$ cat src/hdl/fdlp_pkg.sv
// Package for the length-prefixed field deframer.
// Holds the word types, the parse mode enum and the character constants.
// Depends on nothing; every other file of the block imports it.
`default_nettype none

package fdlp_pkg;

	// One received word: a character and a failed-read mark.
	typedef struct packed {
		logic [7:0] rx_byte;
		logic       read_failed;
	} item_t;

	// One result word: a stored data byte or the end of a field.
	typedef struct packed {
		logic       is_end;
		logic [7:0] data_byte;
		logic       packet_end;
		logic       read_error;
		logic [5:0] field_length;
		logic       overflowed;
	} result_t;

	// Result of parsing one word, passed from the parser to the output register.
	typedef struct packed {
		logic    valid;
		result_t res;
	} step_t;

	typedef enum logic [1:0] {
		MODE_START   = 2'd0,
		MODE_PLAIN   = 2'd1,
		MODE_LENGTH  = 2'd2,
		MODE_LITERAL = 2'd3
	} mode_t;

	localparam logic [7:0]  CH_LBRACKET = 8'h5B;
	localparam logic [7:0]  CH_RBRACKET = 8'h5D;
	localparam logic [7:0]  CH_SEMI     = 8'h3B;
	localparam logic [7:0]  CH_NEWLINE  = 8'h0A;
	localparam logic [7:0]  CH_ZERO     = 8'h30;
	localparam logic [15:0] LEN_RADIX   = 16'd10;

endpackage

`default_nettype wire

$ cat src/hdl/field_deframer_length_prefixed_top.sv
// Top level of the length-prefixed field deframer: input register, parser, result register.
// Depends on fdlp_pkg, fdlp_parse and fdlp_out_reg.
//
//   channel | handshake                   | word     | per word
//   --------+-----------------------------+----------+------------------------------
//   item    | item_valid / item_stall     | item_t   | one received character
//   result  | result_valid / result_stall | result_t | zero or one data/end word
//
// Each word waits in the input register and moves to the result register when that
// register can take it; a new word is taken every cycle while results flow.
// A result is registered: it is visible in the result register and is taken at an
// edge where result_stall is low.
// Reset clears the field state and both valid flags; no clearing pass is needed.
// A stall on the result side holds the result register and the input register,
// and item_stall rises only when the input register is full and cannot advance.
`default_nettype none

module field_deframer_length_prefixed_top #(
	parameter int BUFFER_BYTES = 64
) (
	input  wire logic              clk,
	input  wire logic              arst_n,
	input  wire logic              item_valid,
	output logic                   item_stall,
	input  wire fdlp_pkg::item_t   item,
	output logic                   result_valid,
	input  wire logic              result_stall,
	output fdlp_pkg::result_t      result
);
	import fdlp_pkg::*;

	// Input register stage: the word under decode.
	logic    valid_s1;
	item_t   item_s1;

	logic    can_load;
	logic    advance;
	step_t   step;

	// The stage advances whenever the result register can take a new word,
	// whether or not this word yields a result.
	assign advance    = valid_s1 && can_load;
	assign item_stall = valid_s1 && !can_load;

	always_ff @(posedge clk or negedge arst_n) begin
		if (!arst_n) begin
			valid_s1 <= 1'b0;
		end else if (!item_stall) begin
			valid_s1 <= item_valid;
		end
	end

	always_ff @(posedge clk) begin
		if (!item_stall && item_valid) begin
			item_s1 <= item;
		end
	end

	// Field state and decode of the word in the input register.
	fdlp_parse #(
		.BUFFER_BYTES(BUFFER_BYTES)
	) u_parse (
		.clk     (clk),
		.arst_n  (arst_n),
		.advance (advance),
		.item_s1 (item_s1),
		.step    (step)
	);

	// Result register that parts the two sides of the block.
	fdlp_out_reg u_out (
		.clk          (clk),
		.arst_n       (arst_n),
		.load         (advance),
		.step         (step),
		.can_load     (can_load),
		.result_valid (result_valid),
		.result_stall (result_stall),
		.result       (result)
	);

endmodule

`default_nettype wire

$ cat src/hdl/fdlp_parse.sv
// Parser of the length-prefixed field deframer: field state and per-word decode.
// Depends on fdlp_pkg for the word types, the mode enum and the characters.
`default_nettype none

module fdlp_parse #(
	parameter int BUFFER_BYTES = 64
) (
	input  wire logic           clk,
	input  wire logic           arst_n,
	input  wire logic           advance,
	input  wire fdlp_pkg::item_t item_s1,
	output fdlp_pkg::step_t     step
);
	import fdlp_pkg::*;

	localparam int CW = $clog2(BUFFER_BYTES);

	mode_t          mode_q, mode_d;
	logic [15:0]    len_q, len_d;
	logic [CW-1:0]  stored_q, stored_d;
	logic           drop_q, drop_d;

	logic           do_end;
	logic           end_pkt;
	logic           do_store;
	logic           go_plain;
	logic [15:0]    len_dec;
	logic [CW+5:0]  stored_ext;
	logic [7:0]     b;

	assign b          = item_s1.rx_byte;
	assign len_dec    = len_q - 16'd1;
	assign stored_ext = {6'd0, stored_q};

	always_ff @(posedge clk or negedge arst_n) begin
		if (!arst_n) begin
			mode_q   <= MODE_START;
			len_q    <= '0;
			stored_q <= '0;
			drop_q   <= 1'b0;
		end else if (advance) begin
			mode_q   <= mode_d;
			len_q    <= len_d;
			stored_q <= stored_d;
			drop_q   <= drop_d;
		end
	end

	always_comb begin
		mode_d   = mode_q;
		len_d    = len_q;
		stored_d = stored_q;
		drop_d   = drop_q;
		do_end   = 1'b0;
		end_pkt  = 1'b0;
		do_store = 1'b0;
		go_plain = 1'b0;
		step     = '0;

		if (!item_s1.read_failed) begin
			unique case (mode_q)
				MODE_START: begin
					if (b == CH_LBRACKET) begin
						mode_d = MODE_LENGTH;
						len_d  = '0;
					end else begin
						go_plain = 1'b1;
					end
				end
				MODE_LENGTH: begin
					if (b == CH_RBRACKET) begin
						mode_d = (len_q == 16'd0) ? MODE_PLAIN : MODE_LITERAL;
					end else begin
						len_d = 16'(len_q * LEN_RADIX) + {8'd0, b} - {8'd0, CH_ZERO};
					end
				end
				MODE_LITERAL: begin
					len_d    = len_dec;
					do_store = 1'b1;
					if (len_dec == 16'd0) begin
						mode_d = MODE_PLAIN;
					end
				end
				MODE_PLAIN: begin
					go_plain = 1'b1;
				end
				default: begin
					go_plain = 1'b1;
				end
			endcase
		end else begin
			do_end = 1'b1;
		end

		// Separators close the field; anything else is content.
		if (go_plain) begin
			if (b == CH_SEMI) begin
				do_end = 1'b1;
			end else if (b == CH_NEWLINE) begin
				do_end  = 1'b1;
				end_pkt = 1'b1;
			end else begin
				mode_d   = MODE_PLAIN;
				do_store = 1'b1;
			end
		end

		if (do_store) begin
			if (stored_q < CW'(BUFFER_BYTES - 1)) begin
				stored_d            = stored_q + 1'b1;
				step.valid          = 1'b1;
				step.res.data_byte  = b;
			end else begin
				drop_d = 1'b1;
			end
		end

		if (do_end) begin
			step.valid             = 1'b1;
			step.res.is_end        = 1'b1;
			step.res.packet_end    = end_pkt;
			step.res.read_error    = item_s1.read_failed;
			step.res.field_length  = stored_ext[5:0];
			step.res.overflowed    = drop_q;
			mode_d   = MODE_START;
			len_d    = '0;
			stored_d = '0;
			drop_d   = 1'b0;
		end
	end

	// The stored count never reaches the buffer size.
	a_stored_bound: assert property (@(posedge clk) disable iff (!arst_n)
		stored_q <= CW'(BUFFER_BYTES - 1))
		else $error("stored count beyond buffer");

	// Literal copying always has bytes left to copy.
	a_literal_len: assert property (@(posedge clk) disable iff (!arst_n)
		(mode_q == MODE_LITERAL) |-> (len_q != 16'd0))
		else $error("literal mode with zero length");

	// A field end clears the whole field state.
	a_end_clears: assert property (@(posedge clk) disable iff (!arst_n)
		(advance && step.valid && step.res.is_end) |=>
		(mode_q == MODE_START && stored_q == '0 && !drop_q && len_q == 16'd0))
		else $error("field state not cleared after end");

	// Overflow is only flagged once the buffer is full.
	a_drop_full: assert property (@(posedge clk) disable iff (!arst_n)
		$rose(drop_q) |-> (stored_q == CW'(BUFFER_BYTES - 1)))
		else $error("drop flagged with room left");

endmodule

`default_nettype wire

$ cat src/hdl/fdlp_out_reg.sv
// Result register of the length-prefixed field deframer.
// Depends on fdlp_pkg for the result word type; holds one word while stalled.
`default_nettype none

module fdlp_out_reg (
	input  wire logic             clk,
	input  wire logic             arst_n,
	input  wire logic             load,
	input  wire fdlp_pkg::step_t  step,
	output logic                  can_load,
	output logic                  result_valid,
	input  wire logic             result_stall,
	output fdlp_pkg::result_t     result
);
	import fdlp_pkg::*;

	logic    valid_q;
	result_t data_q;

	assign can_load     = !valid_q || !result_stall;
	assign result_valid = valid_q;
	assign result       = data_q;

	always_ff @(posedge clk or negedge arst_n) begin
		if (!arst_n) begin
			valid_q <= 1'b0;
		end else if (can_load) begin
			valid_q <= load && step.valid;
		end
	end

	always_ff @(posedge clk) begin
		if (can_load && load && step.valid) begin
			data_q <= step.res;
		end
	end

endmodule

`default_nettype wire
$ cat config.mk
export PLATFORM = sky130hd
export DESIGN_NAME = field_deframer_length_prefixed_top
export DESIGN_NICKNAME = d
export VERILOG_FILES = /design/src/hdl/fdlp_pkg.sv /design/src/hdl/field_deframer_length_prefixed_top.sv /design/src/hdl/fdlp_parse.sv /design/src/hdl/fdlp_out_reg.sv
export SDC_FILE = /design/constraint.sdc
export NUM_CORES = 1
export LEC_CHECK = 0
export ABC_AREA = 1
export BUFFER_PORTS_ARGS = -buffer_cell sky130_fd_sc_hd__buf_4
export CORE_MARGIN = 2
export CORE_UTILIZATION = 45
export CTS_CLUSTER_DIAMETER = 100
export DETAILED_ROUTE_END_ITERATION = 12
export RECOVER_POWER = 25
export SYNTH_ARGS = -nofsm -noshare
export SYNTH_HDL_FRONTEND = slang
export SYNTH_SLANG_ARGS = --single-unit
$ cat constraint.sdc
create_clock -name clk -period 9.8 [get_ports clk]
set_input_delay 1.96 -clock clk [delete_from_list [all_inputs] [get_ports clk]]
set_output_delay 1.96 -clock clk [all_outputs]
set_load 0.05 [all_outputs]
; ---- After elaboration in Yosys (flattened, before gate mapping)
; Index checks and enable logic that the tools add are counted.
[word_totals]
register_bits = 54
input_bits = 13
[op_classes]
add_sub_neg = 4
n_mul = 1
order_cmp = 1
eq_ne = 11
muxes = 37
n_bitwise = 2
n_reduce_logical = 22
[op_table]
columns = cell, count
row1 = 16-bit two-way mux, 4
row2 = 16-bit one-hot mux with 3 select lines, 1
row3 = 16-bit logical NOT, 2
row4 = 2-bit two-way mux, 10
row5 = 6-bit two-way mux, 3
row6 = 1-bit two-way mux, 17
row7 = 16-bit by 8-bit adder with 16-bit output, 1
row8 = 8-bit by 7-bit == test with 1-bit output (second input constant), 2
row9 = 16-bit by 3-bit multiplier with 15-bit output (second input constant), 1
row10 = 16-bit by 1-bit subtractor with 16-bit output (second input constant), 1
row11 = 16-bit by 6-bit subtractor with 16-bit output (second input constant), 1
row12 = 8-bit by 4-bit == test with 1-bit output (second input constant), 1
row13 = 8-bit by 6-bit == test with 1-bit output (second input constant), 1
row14 = 6-bit by 1-bit adder with 6-bit output (second input constant), 1
row15 = 1-bit logical AND, 6
row16 = 6-bit < comparator (second input constant), 1
row17 = 2-bit one-hot mux with 3 select lines, 1
row18 = 3-bit AND reduction, 2
row19 = 5-bit AND reduction, 1
row20 = 2-bit == test (second input constant), 2
row21 = 1-bit logical NOT, 4
row22 = 2-bit by 1-bit inequality test with 1-bit output (second input constant), 2
row23 = 2-bit nonzero test, 2
row24 = 4-bit nonzero test, 1
row25 = 9 further kinds, 10

; ---- Longest topological paths before layout
[depth]
word_depth = 9
depth_mapped = 22
mapped_depth_nobuf = 22

; ---- Hierarchy
; A second synthesis with hierarchy kept.
[unflattened]
cells_unflattened = 601
area_unflattened_um2 = 4513.1
[modules_own_cells]
columns = module, n_inst, cells_per_inst, area_per_inst_um2, seq_area_each_um2
row1 = fdlp_parse, 1, 559, 3588.4, 625.6
row2 = fdlp_out_reg, 1, 24, 589.3, 565.5
row3 = field_deframer_length_prefixed_top, 1, 18, 335.3, 295.3

; ---- Worst setup path before layout
; Ideal clock, no wire load.
[synth_timing]
kind = input-to-output
start = input port result_stall
end = output port item_stall
arrival_time_ns = 2.391
required_time_ns = 7.840
slack_ns = 5.449
stages = 2
path_buffers = 0
cell_sequence = nand3_1 > inv_1
[synth_between]
elab_chain_cells = 4
[synth_lines]
columns = element, line_no
row1 = start: declaration, field_deframer_length_prefixed_top.sv:27  ; input wire logic result_stall,
row2 = 1-bit logical NOT, fdlp_out_reg.sv:20  ; assign can_load = !valid_q || !result_stall;
row3 = 1-bit logical OR, fdlp_out_reg.sv:20
row4 = 1-bit logical NOT, field_deframer_length_prefixed_top.sv:43  ; assign item_stall = valid_s1 && !can_load;
row5 = 1-bit logical AND, field_deframer_length_prefixed_top.sv:43
row6 = end: declaration, field_deframer_length_prefixed_top.sv:24  ; output logic item_stall,
; Every way passes these cells.

; ---- Worst setup path in the final report
; Ends and elaborated chain as after synthesis.

==> results.py <==
metrics = {
    "status": {
        "outcome": "complete, but fails checks",
        "violations": "capacitance limit, slew limit",
    },
    "finish": {
        "nFillCells": 951,
        "final_cells": 759,
        "antenna_cells": 0,
        "finalNetCount": 692,
        "final_layout_size_suffix_gt1_frac": 0.126,
        "final_cell_mix": "133 x nand2_1, 86 x inv_1, 76 x nor2_1",
        "final_common_cell": "nand2_1",
        "area_delta_synth_final_pct": 8.41,
    },
    "place": {
        "hpwl_mm": 8.37,
        "port_buffers": 32,
        "dp_cells": 751,
        "gp_congestion": 0.907,
    },
    "sta": {
        "grt_setup_unrepaired": "false",
        "slew_headroom": -0.0429,
        "skew_ns": 0.00769,
        "post-route-period-util": 0.445,
        "setup_viol": 0,
        "tightest_slew_ns": 1.56,
        "slew_violations": 28,
        "final-hold-violation-count": 0,
        "setup_tns_ns": 0,
        "timing.fmax_ghz": 0.229,
        "period_needed_ns": 4.36,
    },
    "power": {
        "peakVddDrop_v": 0.000145,
        "powerDensity_nw_per_um2": 156,
        "leakage_uw": 0.00260,
    },
    "worst_setup_path": {
        "crit_chain": "buf_4 -> nand3_1 -> inv_1 -> buf_4",
        "critPathCaptureType": "primary output",
        "r2r_start": "u_parse.len_q[3]",
        "cp_common_cell": "buf_4",
        "startpoint_type": "primary input",
        "crit_family": "buffers and inverters",
        "worst-path-buf-inv": 3,
        "worstPathArrival_ns": 2.40,
        "crit_type": "in -> out",
        "crit_required_ns": 7.84,
        "slowest_delay_ns": 0.18,
        "crit_fanout": 3,
        "r2r_slack_ns": 5.93,
        "ff2ff_path_depth": 18,
        "r2r-end": "u_parse.len_q[12]",
        "cp_slowest_cell": "buf_4",
    },
    "drt": {
        "via_count": 3940,
        "drc": 0,
        "antenna_left": 0,
        "firstDrtPassIters": 5,
        "drt_iter0_drc": 226,
        "drt-total-wl_mm": 10.7,
        "vias_per_cell": 5.19,
        "wl_per_cell_um": 14.0,
    },
    "floorplanning": {
        "die_height_um": 105,
        "start_util": 0.466,
        "row_count": 36,
        "dieArea_um2": 11000,
        "die_w_um": 105,
        "core_area_um2": 9860,
        "io_pins": 33,
    },
    "global_routing": {
        "grt_pass1_vias": 3727,
        "grtUsageTotal": 0.199,
        "grt_max_degree": 32,
        "grt_first_pass_wirelength_mm": 17.8,
        "antenna_found_initial": 0,
        "grt-ovfl-total": 0,
    },
    "clock_network": {
        "clk_latency_ns": 0.31,
        "clock_tree.buffer_depth": 2,
        "cts_made_buffers": 5,
        "cts_tree": "done",
        "clock-sinks": 54,
        "postCtsResizedCells": 0,
        "cts_root_buf": "clkbuf_8",
        "ctsHoldBuffers": 0,
        "cts_setup_buffers": 0,
        "htreeDepth": 2,
        "path_clk_slew_ns": 0.10,
    },
    "flow_run": {
        "drv_cap": 1,
    },
    "yosys": {
        "synth_nets": 661,
        "seq_area_frac_synth": 0.323,
        "postSynthAreaPerCell_um2": 7.74,
        "synthesis.area_um2": 4600,
        "ys_warn_count": 0,
        "ys_ff_latch": 54,
        "synth_cell_types": 45,
        "syn_inst": 594,
    },
    "worst_hold_path": {
        "holdPathStages": 2,
        "holdCritStartpoint": "u_parse.len_q[15]",
        "holdPathEnd": "u_parse.len_q[15]",
        "hold_path.class": "reg -> reg",
    },
}
## worst register-to-register path: cells and delay by family, from the launching register on
family                   cells  cell delay [ns]
flip-flops                   1             0.48
AO/OA/AOI/OAI                5             1.13
XOR/XNOR                     1             0.21
AND/OR/NAND/NOR              6             0.53
adder cells (fa/ha/maj)      4             1.34
buffers and inverters        2             0.13
## synth_stat cells
library cell,instances,area share
nand2_1,130,0.11
inv_1,86,0.070
nor2_1,73,0.060
ha_1,52,0.14
nand3_1,31,0.034
a21oi_1,27,0.029
dfrtp_1,27,0.15
edfxtp_1,27,0.18
o21ai_0,22,0.024
o21ai_2,13,0.025
xor2_1,13,0.025
nand2_2,12,0.016
nand4_1,11,0.015
nor3_1,10,0.011
xnor2_1,6,0.011
o22ai_1,5,0.0068
nand2_4,4,0.0098
nor2_4,4,0.0098
o21bai_1,4,0.0065
buf_6,3,0.0073
inv_2,3,0.0024
a21boi_0,2,0.0033
a22oi_1,2,0.0033
a31oi_1,2,0.0027
clkbuf_1,2,0.0016
fa_1,2,0.0087
inv_4,2,0.0027
nand3b_1,2,0.0033
a21o_1,1,0.0016
a31o_2,1,0.0019
a32o_1,1,0.0022
buf_12,1,0.0044
buf_4,1,0.0016
buf_8,1,0.0033
nand3_2,1,0.0022
nand3_4,1,0.0038
nand4_4,1,0.0046
nor2_2,1,0.0014
nor4_2,1,0.0027
o2111ai_1,1,0.0019
o211ai_1,1,0.0016
o21a_1,1,0.0016
o21ai_1,1,0.0011
o21ai_4,1,0.0035
or2_2,1,0.0014
## power breakdown
part	internal [uW]	switching (uW)	leakage (uW)
Clock	66.6	80.8	0.0000567
Combinational	82.4	238	0.00191
Sequential	290	20.4	0.000633
Total	439	339	0.00260
## per-layer routing
metal  vias to the layer above  share of wire  wire (um)  GRT usage
met3                         8          0.041        437     0.0231
li1                       2013              -          -          -
met1                      1822           0.47       5060      0.272
met5                         -              0          0          0
met4                         0         0.0090         96     0.0390
met2                        97           0.47       5060      0.340
## flip-flops by register name (all words and copies together), names as in the netlist
name and cells:
valid_s1 1, u_out.result 18, u_parse.mode_q 2, u_parse.drop_q 1
u_parse.len_q 16, item_s1 9, u_out.result_valid 1, u_parse.stored_q 6
## worst max path at each step
stage / from / end / depth (start not counted)
floorplan: result_stall / item_stall / 2
global placement: result_stall / item_stall / 4
detailed placement: result_stall / item_stall / 4
CTS: result_stall / item_stall / 4
global route: result_stall / item_stall / 4
finish: result_stall / item_stall / 4
## final cells by class
class,instances,area [um2],area share
multi-input combinational,441,2640,0.530
sequential,54,1490,0.298
inverter,91,347,0.0695
timing repair buffer,32,236,0.0474
tap,133,166,0.0334
clock buffer,6,93.8,0.0188
clock inverter,2,13.8,0.00276
## cells by family (layout without fill, tap and decap cells)
family                   Yosys count  count (layout)  share of synthesized area
buffers and inverters             99             131                     0.0936
AO/OA/AOI/OAI                     85              85                      0.116
AND/OR/NAND/NOR                  283             283                      0.281
adder cells (fa/ha/maj)           54              54                      0.150
XOR/XNOR                          19              19                     0.0362
flip-flops                        54              54                      0.323
## per-stage QoR
step	utilization	hold slack, ns	power (uW)	instance area [um2]	worst slack (ns)
2_1_floorplan	-	0.471	573	4600	5.45
3_3_place_gp	0.499	0.488	645	4920	5.45
3_5_place_dp	0.499	0.496	646	4920	5.44
4_1_cts	0.510	0.522	796	5030	5.44
5_1_grt	0.505	0.540	821	4980	5.42
6_report	0.505	0.516	778	4980	5.44
Note: power is estimated with default switching activity, not from simulation.
